`src/design/ssnf_pkg.sv`:
```
// Shared types and constants for the seven-segment number formatter.
package ssnf_pkg;

   localparam int DIGIT_COUNT = 6;
   localparam int BIN_WIDTH   = 20;
   localparam int BCD_WIDTH   = 4 * DIGIT_COUNT;
   localparam int CNT_WIDTH   = $clog2(BIN_WIDTH);

   localparam logic [17:0]        MAP_RESET       = 18'd181896;
   localparam logic signed [31:0] INT_UPPER_RESET = 32'sd999999;
   localparam logic signed [31:0] INT_LOWER_RESET = -32'sd99999;
   localparam logic [31:0]        HEX_UPPER_RESET = 32'h00FF_FFFF;
   localparam logic [31:0]        HEX_LOWER_RESET = 32'h0000_0000;

   localparam logic signed [31:0] INT_MAX_SHOWN = 32'sd999999;
   localparam logic signed [31:0] INT_MIN_SHOWN = -32'sd99999;

   typedef enum logic [1:0] {
      OP_WRITE_INT,
      OP_WRITE_HEX,
      OP_INCREMENT,
      OP_DECREMENT
   } opcode_type;

   typedef enum logic [1:0] {
      CMD_CLEAR,
      CMD_DIGIT,
      CMD_MINUS
   } command_type;

   typedef enum logic [1:0] {
      MODE_NONE,
      MODE_INT,
      MODE_HEX
   } mode_type;

   typedef enum logic [2:0] {
      CSR_DIGIT_MAP,
      CSR_INT_UPPER,
      CSR_INT_LOWER,
      CSR_HEX_UPPER,
      CSR_HEX_LOWER
   } csr_index_type;

   typedef enum logic [2:0] {
      S_IDLE,
      S_STEP,
      S_CHECK,
      S_INT_PREP,
      S_CONV,
      S_CLEAR,
      S_DIGIT,
      S_MINUS
   } state_type;

   typedef struct packed {
      logic                 start;
      logic [BIN_WIDTH-1:0] value;
   } dabble_req_type;

   typedef struct packed {
      logic                 done;
      logic [BCD_WIDTH-1:0] bcd;
   } dabble_rsp_type;

endpackage

```
`src/design/seven_segment_number_formatter.sv`:
```
// Top level of the seven-segment number formatter.
// One request is taken at a time; req_ready is high only while the block is idle.
// A write-hex request yields its seven results (clear and six nibbles) one per cycle
// while rsp_ready is held high. A write-integer request first runs sign and range
// checks, then passes through the bit-serial binary-to-decimal converter (one bit of
// a 20-bit magnitude per cycle), then delivers two to seven results at one per cycle
// while rsp_ready is held high; an out-of-range value skips the converter and gives
// only the clear. Increment and decrement first do the 33-bit add, then the limit
// compare, before rendering, and a refused step or a step with nothing shown gives
// no result.
module seven_segment_number_formatter (
   input  logic               clock,
   input  logic               reset,
   input  logic               req_valid,
   output logic               req_ready,
   input  logic [1:0]         req_opcode,
   input  logic signed [31:0] req_operand,
   input  logic [7:0]         req_point_mask,
   input  logic               req_align_right,
   input  logic               req_zero_fill,
   output logic               rsp_valid,
   input  logic               rsp_ready,
   output logic [1:0]         rsp_command_kind,
   output logic [2:0]         rsp_digit_position,
   output logic [3:0]         rsp_digit_value,
   output logic               rsp_point_on,
   output logic               rsp_last_command,
   input  logic               csr_write_enable,
   input  logic [2:0]         csr_index,
   input  logic [31:0]        csr_write_data
);
   import ssnf_pkg::*;

   state_type            state_ff, state_in;
   logic [17:0]          map_ff;
   logic [31:0]          int_upper_ff, int_lower_ff, hex_upper_ff, hex_lower_ff;
   logic [31:0]          stored_int_ff, stored_int_in;
   logic [31:0]          stored_hex_ff, stored_hex_in;
   logic [7:0]           stored_point_ff, stored_point_in;
   logic                 stored_align_ff, stored_align_in;
   logic                 stored_fill_ff, stored_fill_in;
   mode_type             mode_ff, mode_in;
   opcode_type           op_ff, op_in;
   logic [31:0]          operand_ff, operand_in;
   logic [32:0]          sum_ff, sum_in;
   logic                 neg_ff, neg_in;
   logic                 oor_ff, oor_in;
   logic [BCD_WIDTH-1:0] shreg_ff, shreg_in;
   logic [7:0]           dp_ff, dp_in;
   logic [2:0]           idx_ff, idx_in;
   logic [2:0]           ul_ff, ul_in;

   logic                 rsp_valid_ff, rsp_valid_in;
   command_type          kind_ff, kind_in;
   logic [2:0]           pos_ff, pos_in;
   logic [3:0]           val_ff, val_in;
   logic                 point_ff, point_in;
   logic                 last_ff, last_in;

   dabble_req_type       dabble_req;
   dabble_rsp_type       dabble_rsp;

   logic                 out_free;
   logic                 accept;
   logic signed [32:0]   add_a, add_b;
   logic                 int_ok, hex_ok;
   logic                 v_neg, v_above;
   logic [31:0]          mag;
   logic [2:0]           nd, ul_base, ll, ul;
   logic [2:0]           idx_next;

   function automatic logic [2:0] map_pos(input logic [17:0] m, input logic [2:0] i);
      logic [2:0] p;
      case (i)
         3'd0:    p = m[2:0];
         3'd1:    p = m[5:3];
         3'd2:    p = m[8:6];
         3'd3:    p = m[11:9];
         3'd4:    p = m[14:12];
         3'd5:    p = m[17:15];
         3'd6:    p = m[2:0];
         default: p = m[5:3];
      endcase
      return p;
   endfunction

   ssnf_dabble u_dabble (
      .clock      (clock),
      .reset      (reset),
      .dabble_req (dabble_req),
      .dabble_rsp (dabble_rsp)
   );

   // configuration registers
   always_ff @(posedge clock) begin
      if (reset) begin
         map_ff       <= MAP_RESET;
         int_upper_ff <= INT_UPPER_RESET;
         int_lower_ff <= INT_LOWER_RESET;
         hex_upper_ff <= HEX_UPPER_RESET;
         hex_lower_ff <= HEX_LOWER_RESET;
      end else if (csr_write_enable) begin
         case (csr_index)
            CSR_DIGIT_MAP: map_ff       <= csr_write_data[17:0];
            CSR_INT_UPPER: int_upper_ff <= csr_write_data;
            CSR_INT_LOWER: int_lower_ff <= csr_write_data;
            CSR_HEX_UPPER: hex_upper_ff <= csr_write_data;
            CSR_HEX_LOWER: hex_lower_ff <= csr_write_data;
            default: ;
         endcase
      end
   end

   assign out_free  = !rsp_valid_ff || rsp_ready;
   assign req_ready = (state_ff == S_IDLE) && !reset;
   assign accept    = req_valid && req_ready;
   assign idx_next  = idx_ff + 3'd1;

   // step adder and limit compare
   always_comb begin
      if (mode_ff == MODE_INT) begin
         add_a = {stored_int_ff[31], stored_int_ff};
         add_b = {operand_ff[31], operand_ff};
      end else begin
         add_a = {1'b0, stored_hex_ff};
         add_b = {1'b0, operand_ff};
      end
      int_ok = ($signed(sum_ff) <= $signed({int_upper_ff[31], int_upper_ff}))
            && ($signed(sum_ff) >= $signed({int_lower_ff[31], int_lower_ff}));
      hex_ok = (sum_ff[31:0] <= hex_upper_ff) && (sum_ff[31:0] >= hex_lower_ff);
   end

   // sign, range and magnitude of the stored integer
   always_comb begin
      v_neg   = stored_int_ff[31] && ($signed(stored_int_ff) >= INT_MIN_SHOWN);
      v_above = !stored_int_ff[31] && ($signed(stored_int_ff) > INT_MAX_SHOWN);
      mag     = v_neg ? (32'd0 - stored_int_ff) : stored_int_ff;
   end

   // digit count and logical span
   always_comb begin
      nd = 3'd1;
      for (int k = 1; k < DIGIT_COUNT; k++) begin
         if (dabble_rsp.bcd[4*k +: 4] != 4'd0) begin
            nd = 3'(k + 1);
         end
      end
      ul_base = neg_ff ? 3'(DIGIT_COUNT - 1) : 3'(DIGIT_COUNT);
      if (stored_align_ff) begin
         ll = 3'd0;
         ul = stored_fill_ff ? ul_base : nd;
      end else begin
         ll = ul_base - nd;
         ul = ul_base;
      end
   end

   always_comb begin
      state_in        = state_ff;
      stored_int_in   = stored_int_ff;
      stored_hex_in   = stored_hex_ff;
      stored_point_in = stored_point_ff;
      stored_align_in = stored_align_ff;
      stored_fill_in  = stored_fill_ff;
      mode_in         = mode_ff;
      op_in           = op_ff;
      operand_in      = operand_ff;
      sum_in          = sum_ff;
      neg_in          = neg_ff;
      oor_in          = oor_ff;
      shreg_in        = shreg_ff;
      dp_in           = dp_ff;
      idx_in          = idx_ff;
      ul_in           = ul_ff;
      dabble_req      = '0;
      rsp_valid_in    = rsp_valid_ff && !rsp_ready;
      kind_in         = kind_ff;
      pos_in          = pos_ff;
      val_in          = val_ff;
      point_in        = point_ff;
      last_in         = last_ff;

      case (state_ff)
         S_IDLE: begin
            if (accept) begin
               op_in      = opcode_type'(req_opcode);
               operand_in = req_operand;
               case (req_opcode)
                  OP_WRITE_INT: begin
                     stored_int_in   = req_operand;
                     stored_point_in = req_point_mask;
                     stored_align_in = req_align_right;
                     stored_fill_in  = req_zero_fill;
                     mode_in         = MODE_INT;
                     state_in        = S_INT_PREP;
                  end
                  OP_WRITE_HEX: begin
                     stored_hex_in = req_operand;
                     mode_in       = MODE_HEX;
                     shreg_in      = req_operand[BCD_WIDTH-1:0];
                     dp_in         = '0;
                     idx_in        = '0;
                     ul_in         = 3'(DIGIT_COUNT);
                     neg_in        = 1'b0;
                     oor_in        = 1'b0;
                     state_in      = S_CLEAR;
                  end
                  default: begin
                     if (mode_ff != MODE_NONE) begin
                        state_in = S_STEP;
                     end
                  end
               endcase
            end
         end
         S_STEP: begin
            sum_in   = (op_ff == OP_INCREMENT) ? 33'(add_a + add_b) : 33'(add_a - add_b);
            state_in = S_CHECK;
         end
         S_CHECK: begin
            state_in = S_IDLE;
            if (mode_ff == MODE_INT && int_ok) begin
               stored_int_in = sum_ff[31:0];
               state_in      = S_INT_PREP;
            end else if (mode_ff == MODE_HEX && hex_ok) begin
               stored_hex_in = sum_ff[31:0];
               shreg_in      = sum_ff[BCD_WIDTH-1:0];
               dp_in         = '0;
               idx_in        = '0;
               ul_in         = 3'(DIGIT_COUNT);
               neg_in        = 1'b0;
               oor_in        = 1'b0;
               state_in      = S_CLEAR;
            end
         end
         S_INT_PREP: begin
            neg_in           = v_neg;
            oor_in           = (stored_int_ff[31] && !v_neg) || v_above;
            dp_in            = stored_point_ff;
            dabble_req.start = !((stored_int_ff[31] && !v_neg) || v_above);
            dabble_req.value = mag[BIN_WIDTH-1:0];
            state_in         = dabble_req.start ? S_CONV : S_CLEAR;
         end
         S_CONV: begin
            if (dabble_rsp.done) begin
               shreg_in = dabble_rsp.bcd;
               idx_in   = ll;
               ul_in    = ul;
               state_in = S_CLEAR;
            end
         end
         S_CLEAR: begin
            if (out_free) begin
               rsp_valid_in = 1'b1;
               kind_in      = CMD_CLEAR;
               pos_in       = '0;
               val_in       = '0;
               point_in     = 1'b0;
               last_in      = oor_ff;
               state_in     = oor_ff ? S_IDLE : S_DIGIT;
            end
         end
         S_DIGIT: begin
            if (out_free) begin
               rsp_valid_in = 1'b1;
               kind_in      = CMD_DIGIT;
               pos_in       = map_pos(map_ff, idx_ff);
               val_in       = shreg_ff[3:0];
               point_in     = dp_ff[0];
               last_in      = (idx_next == ul_ff) && !neg_ff;
               shreg_in     = {4'd0, shreg_ff[BCD_WIDTH-1:4]};
               dp_in        = {1'b0, dp_ff[7:1]};
               idx_in       = idx_next;
               if (idx_next == ul_ff) begin
                  state_in = neg_ff ? S_MINUS : S_IDLE;
               end
            end
         end
         S_MINUS: begin
            if (out_free) begin
               rsp_valid_in = 1'b1;
               kind_in      = CMD_MINUS;
               pos_in       = map_pos(map_ff, ul_ff);
               val_in       = '0;
               point_in     = dp_ff[0];
               last_in      = 1'b1;
               state_in     = S_IDLE;
            end
         end
         default: state_in = S_IDLE;
      endcase
   end

   always_ff @(posedge clock) begin
      if (reset) begin
         state_ff        <= S_IDLE;
         rsp_valid_ff    <= 1'b0;
         mode_ff         <= MODE_NONE;
         stored_int_ff   <= '0;
         stored_hex_ff   <= '0;
         stored_point_ff <= '0;
         stored_align_ff <= 1'b0;
         stored_fill_ff  <= 1'b0;
      end else begin
         state_ff        <= state_in;
         rsp_valid_ff    <= rsp_valid_in;
         mode_ff         <= mode_in;
         stored_int_ff   <= stored_int_in;
         stored_hex_ff   <= stored_hex_in;
         stored_point_ff <= stored_point_in;
         stored_align_ff <= stored_align_in;
         stored_fill_ff  <= stored_fill_in;
      end
      op_ff      <= op_in;
      operand_ff <= operand_in;
      sum_ff     <= sum_in;
      neg_ff     <= neg_in;
      oor_ff     <= oor_in;
      shreg_ff   <= shreg_in;
      dp_ff      <= dp_in;
      idx_ff     <= idx_in;
      ul_ff      <= ul_in;
      kind_ff    <= kind_in;
      pos_ff     <= pos_in;
      val_ff     <= val_in;
      point_ff   <= point_in;
      last_ff    <= last_in;
   end

   assign rsp_valid          = rsp_valid_ff;
   assign rsp_command_kind   = kind_ff;
   assign rsp_digit_position = pos_ff;
   assign rsp_digit_value    = val_ff;
   assign rsp_point_on       = point_ff;
   assign rsp_last_command   = last_ff;

   a_write_int_renders: assert property (@(posedge clock) disable iff (reset)
      (accept && req_opcode == OP_WRITE_INT) |=> (state_ff == S_INT_PREP && mode_ff == MODE_INT))
      else $error("write integer did not start rendering");

   a_digit_in_span: assert property (@(posedge clock) disable iff (reset)
      (state_ff == S_DIGIT) |-> (idx_ff < ul_ff))
      else $error("digit index beyond its span");

   a_minus_only_negative: assert property (@(posedge clock) disable iff (reset)
      (state_ff == S_MINUS) |-> (neg_ff && stored_int_ff[31] && mode_ff == MODE_INT))
      else $error("minus sign for a value that is not negative");

endmodule

```
`src/design/ssnf_dabble.sv`:
```
// Bit-serial binary to BCD converter, one bit per cycle.
module ssnf_dabble (
   input  logic                    clock,
   input  logic                    reset,
   input  ssnf_pkg::dabble_req_type dabble_req,
   output ssnf_pkg::dabble_rsp_type dabble_rsp
);
   import ssnf_pkg::*;

   logic [BIN_WIDTH-1:0] bin_ff, bin_in;
   logic [BCD_WIDTH-1:0] bcd_ff, bcd_in;
   logic [CNT_WIDTH-1:0] cnt_ff, cnt_in;
   logic                 busy_ff, busy_in;
   logic                 done_ff, done_in;
   logic [BCD_WIDTH-1:0] adj;
   logic                 digits_ok;

   always_comb begin
      digits_ok = 1'b1;
      for (int k = 0; k < DIGIT_COUNT; k++) begin
         if (bcd_ff[4*k +: 4] >= 4'd5) begin
            adj[4*k +: 4] = bcd_ff[4*k +: 4] + 4'd3;
         end else begin
            adj[4*k +: 4] = bcd_ff[4*k +: 4];
         end
         if (bcd_ff[4*k +: 4] > 4'd9) begin
            digits_ok = 1'b0;
         end
      end
   end

   always_comb begin
      bin_in  = bin_ff;
      bcd_in  = bcd_ff;
      cnt_in  = cnt_ff;
      busy_in = busy_ff;
      done_in = 1'b0;
      if (dabble_req.start) begin
         bin_in  = dabble_req.value;
         bcd_in  = '0;
         cnt_in  = '0;
         busy_in = 1'b1;
      end else if (busy_ff) begin
         bin_in = {bin_ff[BIN_WIDTH-2:0], 1'b0};
         bcd_in = {adj[BCD_WIDTH-2:0], bin_ff[BIN_WIDTH-1]};
         cnt_in = cnt_ff + 1'b1;
         if (cnt_ff == CNT_WIDTH'(BIN_WIDTH - 1)) begin
            busy_in = 1'b0;
            done_in = 1'b1;
         end
      end
   end

   always_ff @(posedge clock) begin
      if (reset) begin
         busy_ff <= 1'b0;
         done_ff <= 1'b0;
      end else begin
         busy_ff <= busy_in;
         done_ff <= done_in;
      end
      bin_ff <= bin_in;
      bcd_ff <= bcd_in;
      cnt_ff <= cnt_in;
   end

   assign dabble_rsp.done = done_ff;
   assign dabble_rsp.bcd  = bcd_ff;

   a_done_after_busy: assert property (@(posedge clock) disable iff (reset)
      done_ff |-> $past(busy_ff))
      else $error("conversion done without a running conversion");

   a_no_restart: assert property (@(posedge clock) disable iff (reset)
      dabble_req.start |-> !busy_ff)
      else $error("conversion started while busy");

   a_digits_decimal: assert property (@(posedge clock) disable iff (reset)
      done_ff |-> digits_ok)
      else $error("conversion produced a non-decimal digit");

endmodule

```
`config.mk`:
```
export PLATFORM = sky130hd
export DESIGN_NAME = seven_segment_number_formatter
export DESIGN_NICKNAME = d
export VERILOG_FILES = /design/src/design/ssnf_pkg.sv /design/src/design/seven_segment_number_formatter.sv /design/src/design/ssnf_dabble.sv
export SDC_FILE = /design/constraint.sdc
export NUM_CORES = 1
export LEC_CHECK = 0
export BUFFER_PORTS_ARGS = -buffer_cell sky130_fd_sc_hd__buf_2
export CAP_MARGIN = 5
export CORE_MARGIN = 8
export CORE_UTILIZATION = 28
export DETAILED_ROUTE_END_ITERATION = 16
export PLACE_DENSITY = 0.41
export SLEW_MARGIN = 20
export SYNTH_ARGS = -nofsm -noshare
export SYNTH_HDL_FRONTEND = slang
export SYNTH_SLANG_ARGS = --single-unit
```
`constraint.sdc`:
```
create_clock -name clock -period 12.3 [get_ports clock]
set_clock_uncertainty 0.1 [all_clocks]
set_input_delay 0.615 -clock clock [delete_from_list [all_inputs] [get_ports clock]]
set_output_delay 0.615 -clock clock [all_outputs]
set_load 0.005 [all_outputs]
```
==> Word level (Yosys, flattened, before mapping) <==
Cells that the tools add are included.
{ "word_totals": {"in_bits": 84, "regBits": 395, "output_inout_bits": 13, "word_cells": 266} }
{ "classes": {"mux": 103, "addsub": 12, "eq_ne": 41, "n_bitwise": 1, "order_cmp": 12, "reduce_logical": 65} }
{ "op_table": {"columns": ["cell", "n"], "rows": [
  ["$mux 32", 7],
  ["$mux 24", 6],
  ["$pmux 32 s2", 2],
  ["$mux 33", 3],
  ["$mux 3", 32],
  ["$pmux 24 s4", 1],
  ["$mux 20", 3],
  ["$mux 8", 5],
  ["$add 33x33->33", 1],
  ["$eq 3x3->1 const B", 11],
  ["$ge 33x32->1", 1],
  ["$le 33x32->1", 1],
  ["$sub 33x33->33", 1],
  ["$ge 32x18->1 const B", 1],
  ["$ge 32x32->1", 1],
  ["$gt 32x21->1 const B", 1],
  ["$le 32x32->1", 1],
  ["$pmux 8 s4", 1],
  ["$pmux 3 s5", 2],
  ["$mux 4", 7],
  ["$reduce_bool 4->1", 7],
  ["$eq 3x2->1 const B", 8],
  ["$ge 4x3->1 const B", 6],
  ["$pmux 3 s8", 1],
  ["41 further kinds", 124]
]} }

==> Depth between registers and ports, before layout <==
{ "depth": {"ltp_word": 10, "mapped_depth": 17, "ltp_nobuf": 16} }

==> Cells and area by module <==
Synthesis repeated with hierarchy kept, for this count alone.
{ "unflattened": {"cells_unflattened": 2588, "hier_area_um2": 22633.0} }
{ "by_module_without_submodules": {"columns": ["module", "cells_per_inst", "instances", "seq_area_each_um2", "area_each_um2"], "rows": [
  ["seven_segment_number_formatter", 2336, 1, 8067.7, 20053.0],
  ["ssnf_dabble", 252, 1, 1221.2, 2580.0]
]} }

==> Worst setup path before layout <==
No wires, ideal clock.
{ "synth_timing": {"kind": "reg-to-reg", "from": "register operand_ff[2]", "to": "register sum_ff[29], data pin", "stages_incl_launch_ff": 16, "setup_ps": 259, "path_buffers": 0, "synth_period_minus_slack_ps": 4340, "t_required_ps": 11941, "slack_ps": 7960, "arrival_time_ps": 3982, "cell_sequence": "edfxtp_1 -> or4_1 -> nor4_2 -> nand3_1 -> or3_2 -> o31ai_1 -> xnor2_1 -> ha_1 -> o21ai_0 -> nor2_1 -> a221o_1 -> a21oi_1 -> o21ai_0 -> a31o_2 -> a21oi_1 -> xnor2_1"} }
{ "synth_between": {"elab_chain_len": 3, "elab_cells_between_ends": 4, "classes_between": "add/sub: 2; mux: 2"} }
{ "synth_lines": {"columns": ["element", "line", "text"], "rows": [
  ["start, declared", "seven_segment_number_formatter.sv:44", "logic [31:0] operand_ff, operand_in;"],
  ["start signal, assigned", "seven_segment_number_formatter.sv:315", "operand_ff <= operand_in;"],
  ["$mux 33 *", "seven_segment_number_formatter.sv:121", "if (mode_ff == MODE_INT) begin"],
  ["$sub 33x33->33 / $add 33x33->33 (equally long branches)", "seven_segment_number_formatter.sv:217", "sum_in = (op_ff == OP_INCREMENT) ? 33'(add_a + add_b) : 33'(add_a - add_b);"],
  ["$mux 33 *", "seven_segment_number_formatter.sv:217", null],
  ["end signal, assigned", "seven_segment_number_formatter.sv:316", "sum_ff <= sum_in;"],
  ["end, declared", "seven_segment_number_formatter.sv:45", "logic [32:0] sum_ff, sum_in;"]
]} }
Every way passes the cells marked *; elsewhere a longest branch is shown, timed or not.
A chain may end at the register's enable or synchronous reset.

==> Worst setup path after layout <==
Ends and elaborated chain as after synthesis.

==> impl_metrics.toml <==
[synthesis]
ys_top_cells_by_count = "nand2_1 (389), dfxtp_1 (257), a21oi_1 (232), ha_1 (185), inv_1 (185)"
synth_edf_count = 138
netlist.area_leader.share_pct = 22.5
yosysUniqueCellTypes = 73
ys.flop_type = "dfxtp_1"
ys_seq_elements = 395
synthCells = 2594
synthesis.area_um2 = 22900
synth_nets = 2865
yosysTopAreaCell = "dfxtp_1"
avgSynthCellArea_um2 = 8.83
synthTopCellsByArea = "dfxtp_1 (22%), edfxtp_1 (18%), ha_1 (10%)"
synthArstFlopShare_pct = 0
yosysWarnings = 0
ys_seq_area_share_pct = 40.6
yosysMostFrequentCell = "nand2_1"

[placed_design]
post-dp-hpwl_um = 56100
gp_congestion = 0.837
io_buffer_count = 96

[sta]
slew_headroom_pct = 28.7
worstMarginPinSlew_ps = 1040
maxSlewViolCount = 0
final-setup-viol-count = 0
fin_crit_ps = 5150
setup_tns_ps = 0
holdWs_ps = 127
max_freq_ghz = 0.194
timing.final.crit_share_pct = 41.9
rsz0062_at_grt = "false"
finalHoldViolCount = 0

[floorplan]
row_count = 105
die-width_um = 302
die_height_um = 302
ios = 97
floorplan.initialDensity_pct = 28.1
dieArea_um2 = 91200
coreArea_um2 = 81600

[grt]
antenna_found_initial = 2
overflow = 0
first_global_vias = 18500
grt_start_max_net_pins = 105
gr-usage-all-layers_pct = 16.5
grt_pass1_wl_um = 116000

[critical_path]
startpoint = "operand_ff[2]"
r2r_end = "sum_ff[29]"
cp_slowest_cell = "or4_1"
crit_arrival_ps = 5380
end_kind = "register"
path_cells = "or4_1 -> nor4_2 -> nand3_1 -> or3_2 -> o31ai_1 -> xnor2_1 -> ha_1 -> o21ai_0 -> nor2_1 -> a221o_1 -> a21oi_1 -> nand4_1 -> a31o_2 -> a21oi_1 -> xnor2_1"
r2r-start = "operand_ff[2]"
slowest_delay_ps = 590
rrSetupSlack_ps = 7150
r2r_cells = 15
startpoint_type = "register"
crit_fanout = 5
critPathRequiredTime_ps = 12530
path_class = "reg -> reg"

[power_and_ir_drop]
peakVddDrop_mv = 0.0962
power_density_nw_per_um2 = 178
leakage_nw = 10.8

[finish]
final_nets = 2907
area_growth_pct = 14.0
seq_area_um2 = 9290
nFillCells = 8456
multi_input_area_um2 = 12500
layout-drive-gt1-share_pct = 9.98

[clock_network]
cts-root-buf = "clkbuf_16"
htree_num_levels = 2
clkTransAtPathRegs_ps = 60
post_cts.repair.setup_buffers = 0
clockBufferDepth = 3
cts-hold-fix-buffers = 0
cts_sinks = 395
cts_tree = "done"
cts_resized = 0
clock_latency_ps = 600
cts_buffers = 50

[worst_hold_path]
min_path_cells = 1
min_from = "req_operand[31]"
hold_end = "operand_ff[31]"
hold_class = "in -> reg"

[route]
num_vias = 18800
wirelength_um = 76900
post_drt_wl_per_cell_um = 20.5
first_pass_iters = 7
route.antenna.remaining_nets = 0
drc = 0
via_per_inst = 5.02
initialDrtViolationCount = 1113

[outcome]
outcome = "complete, no violations"

[job]
cap_violations = 0
## worst max path at each step
stage	to	slack [ps]	depth (start not counted)
2_1_floorplan	sum_ff[29]	7960	15
3_3_place_gp	sum_ff[29]	7340	15
3_5_place_dp	sum_ff[29]	7270	15
4_1_cts	sum_ff[29]	7260	15
5_1_grt	sum_ff[29]	6930	15
6_report	sum_ff[29]	7150	15
## per-stage QoR
step                      area (µm²)  instances  util, %  power, mW  setup WS [ps]
final                          26100       3747     32.0       4.65           7150
after detailed placement       24500       3654     30.0       3.19           7270
after global placement         24500       3654     30.0       3.18           7340
after floorplan                22900       2594        -       2.67           7960
after CTS                      26100       3746     32.0       4.71           7260
after global routing           26100       3746     32.0       4.93           6930
## metal layers
layer | GRT usage, % | part of all wire (%) | routed length [µm]
met5 | 0 | 0 | 0
met4 | 4.00 | 2.1 | 1600
met3 | 2.14 | 4.0 | 3060
met2 | 28.2 | 47 | 36400
met1 | 22.0 | 47 | 35900
## logic make-up (layout without fill, tap and decap cells)
logic type / count (synthesis) / in the layout / synth area share [%]
and+or+nand+nor: 880 / 880 / 18.2
AOI/OAI and AO/OA: 593 / 593 / 16.3
DFF: 395 / 395 / 40.6
buffers and inverters: 318 / 400 / 5.29
adders and majority gates: 187 / 187 / 10.3
muxes: 130 / 130 / 5.86
xor gates and xnor gates: 91 / 91 / 3.48
other: 0 / 1 / 0
## placed cells by master (no fill, tap or decap), types with 36 or more instances in the layout
master	Yosys	routed
nand2_1	389	389
a211o_1	36	36
ha_1	185	185
a21o_1	54	54
inv_1	185	185
mux2i_1	97	97
buf_2	6	95
a21oi_1	232	232
xor2_1	41	41
clkbuf_16	0	51
nor2_1	170	167
nand3b_1	41	41
o21ai_0	107	107
xnor2_1	50	50
nand3_1	36	36
nand2b_1	85	84
edfxtp_1	138	138
dfxtp_1	257	255
## area by class of cell
| type | instances | area share [%] |
|---|---|---|
| flip-flops and latches | 395 | 35.6 |
| diodes | 1 | 0.00958 |
| well taps | 1070 | 5.13 |
| repair buffers | 122 | 2.62 |
| multi-input cells | 1881 | 47.7 |
| inverters | 186 | 2.67 |
| clock inverters | 26 | 1.05 |
| clock buffers | 66 | 5.22 |
## worst max-delay path, delay by kind of cell, from the launching register on
kind            cells  cell delay (ps)
compound gates      6             1670
xor+xnor            2              240
fa+ha+maj           1              290
flops               1              440
simple gates        6             2170
## flip-flops by register name, indices dropped and copies added (netlist names), 20 cells and up
name / cells
stored_hex_ff: 32
sum_ff: 33
u_dabble.bcd_ff: 24
int_upper_ff: 32
stored_int_ff: 32
int_lower_ff: 32
hex_lower_ff: 32
shreg_ff: 24
hex_upper_ff: 32
u_dabble.bin_ff: 20
operand_ff: 32
## power breakdown
part	internal [mW]	switching [mW]
Combinational	0.527	0.871
Clock	0.883	0.605
Sequential	1.56	0.203
Total	2.97	1.68
No activity file was read; power rests on OpenSTA's default activity.
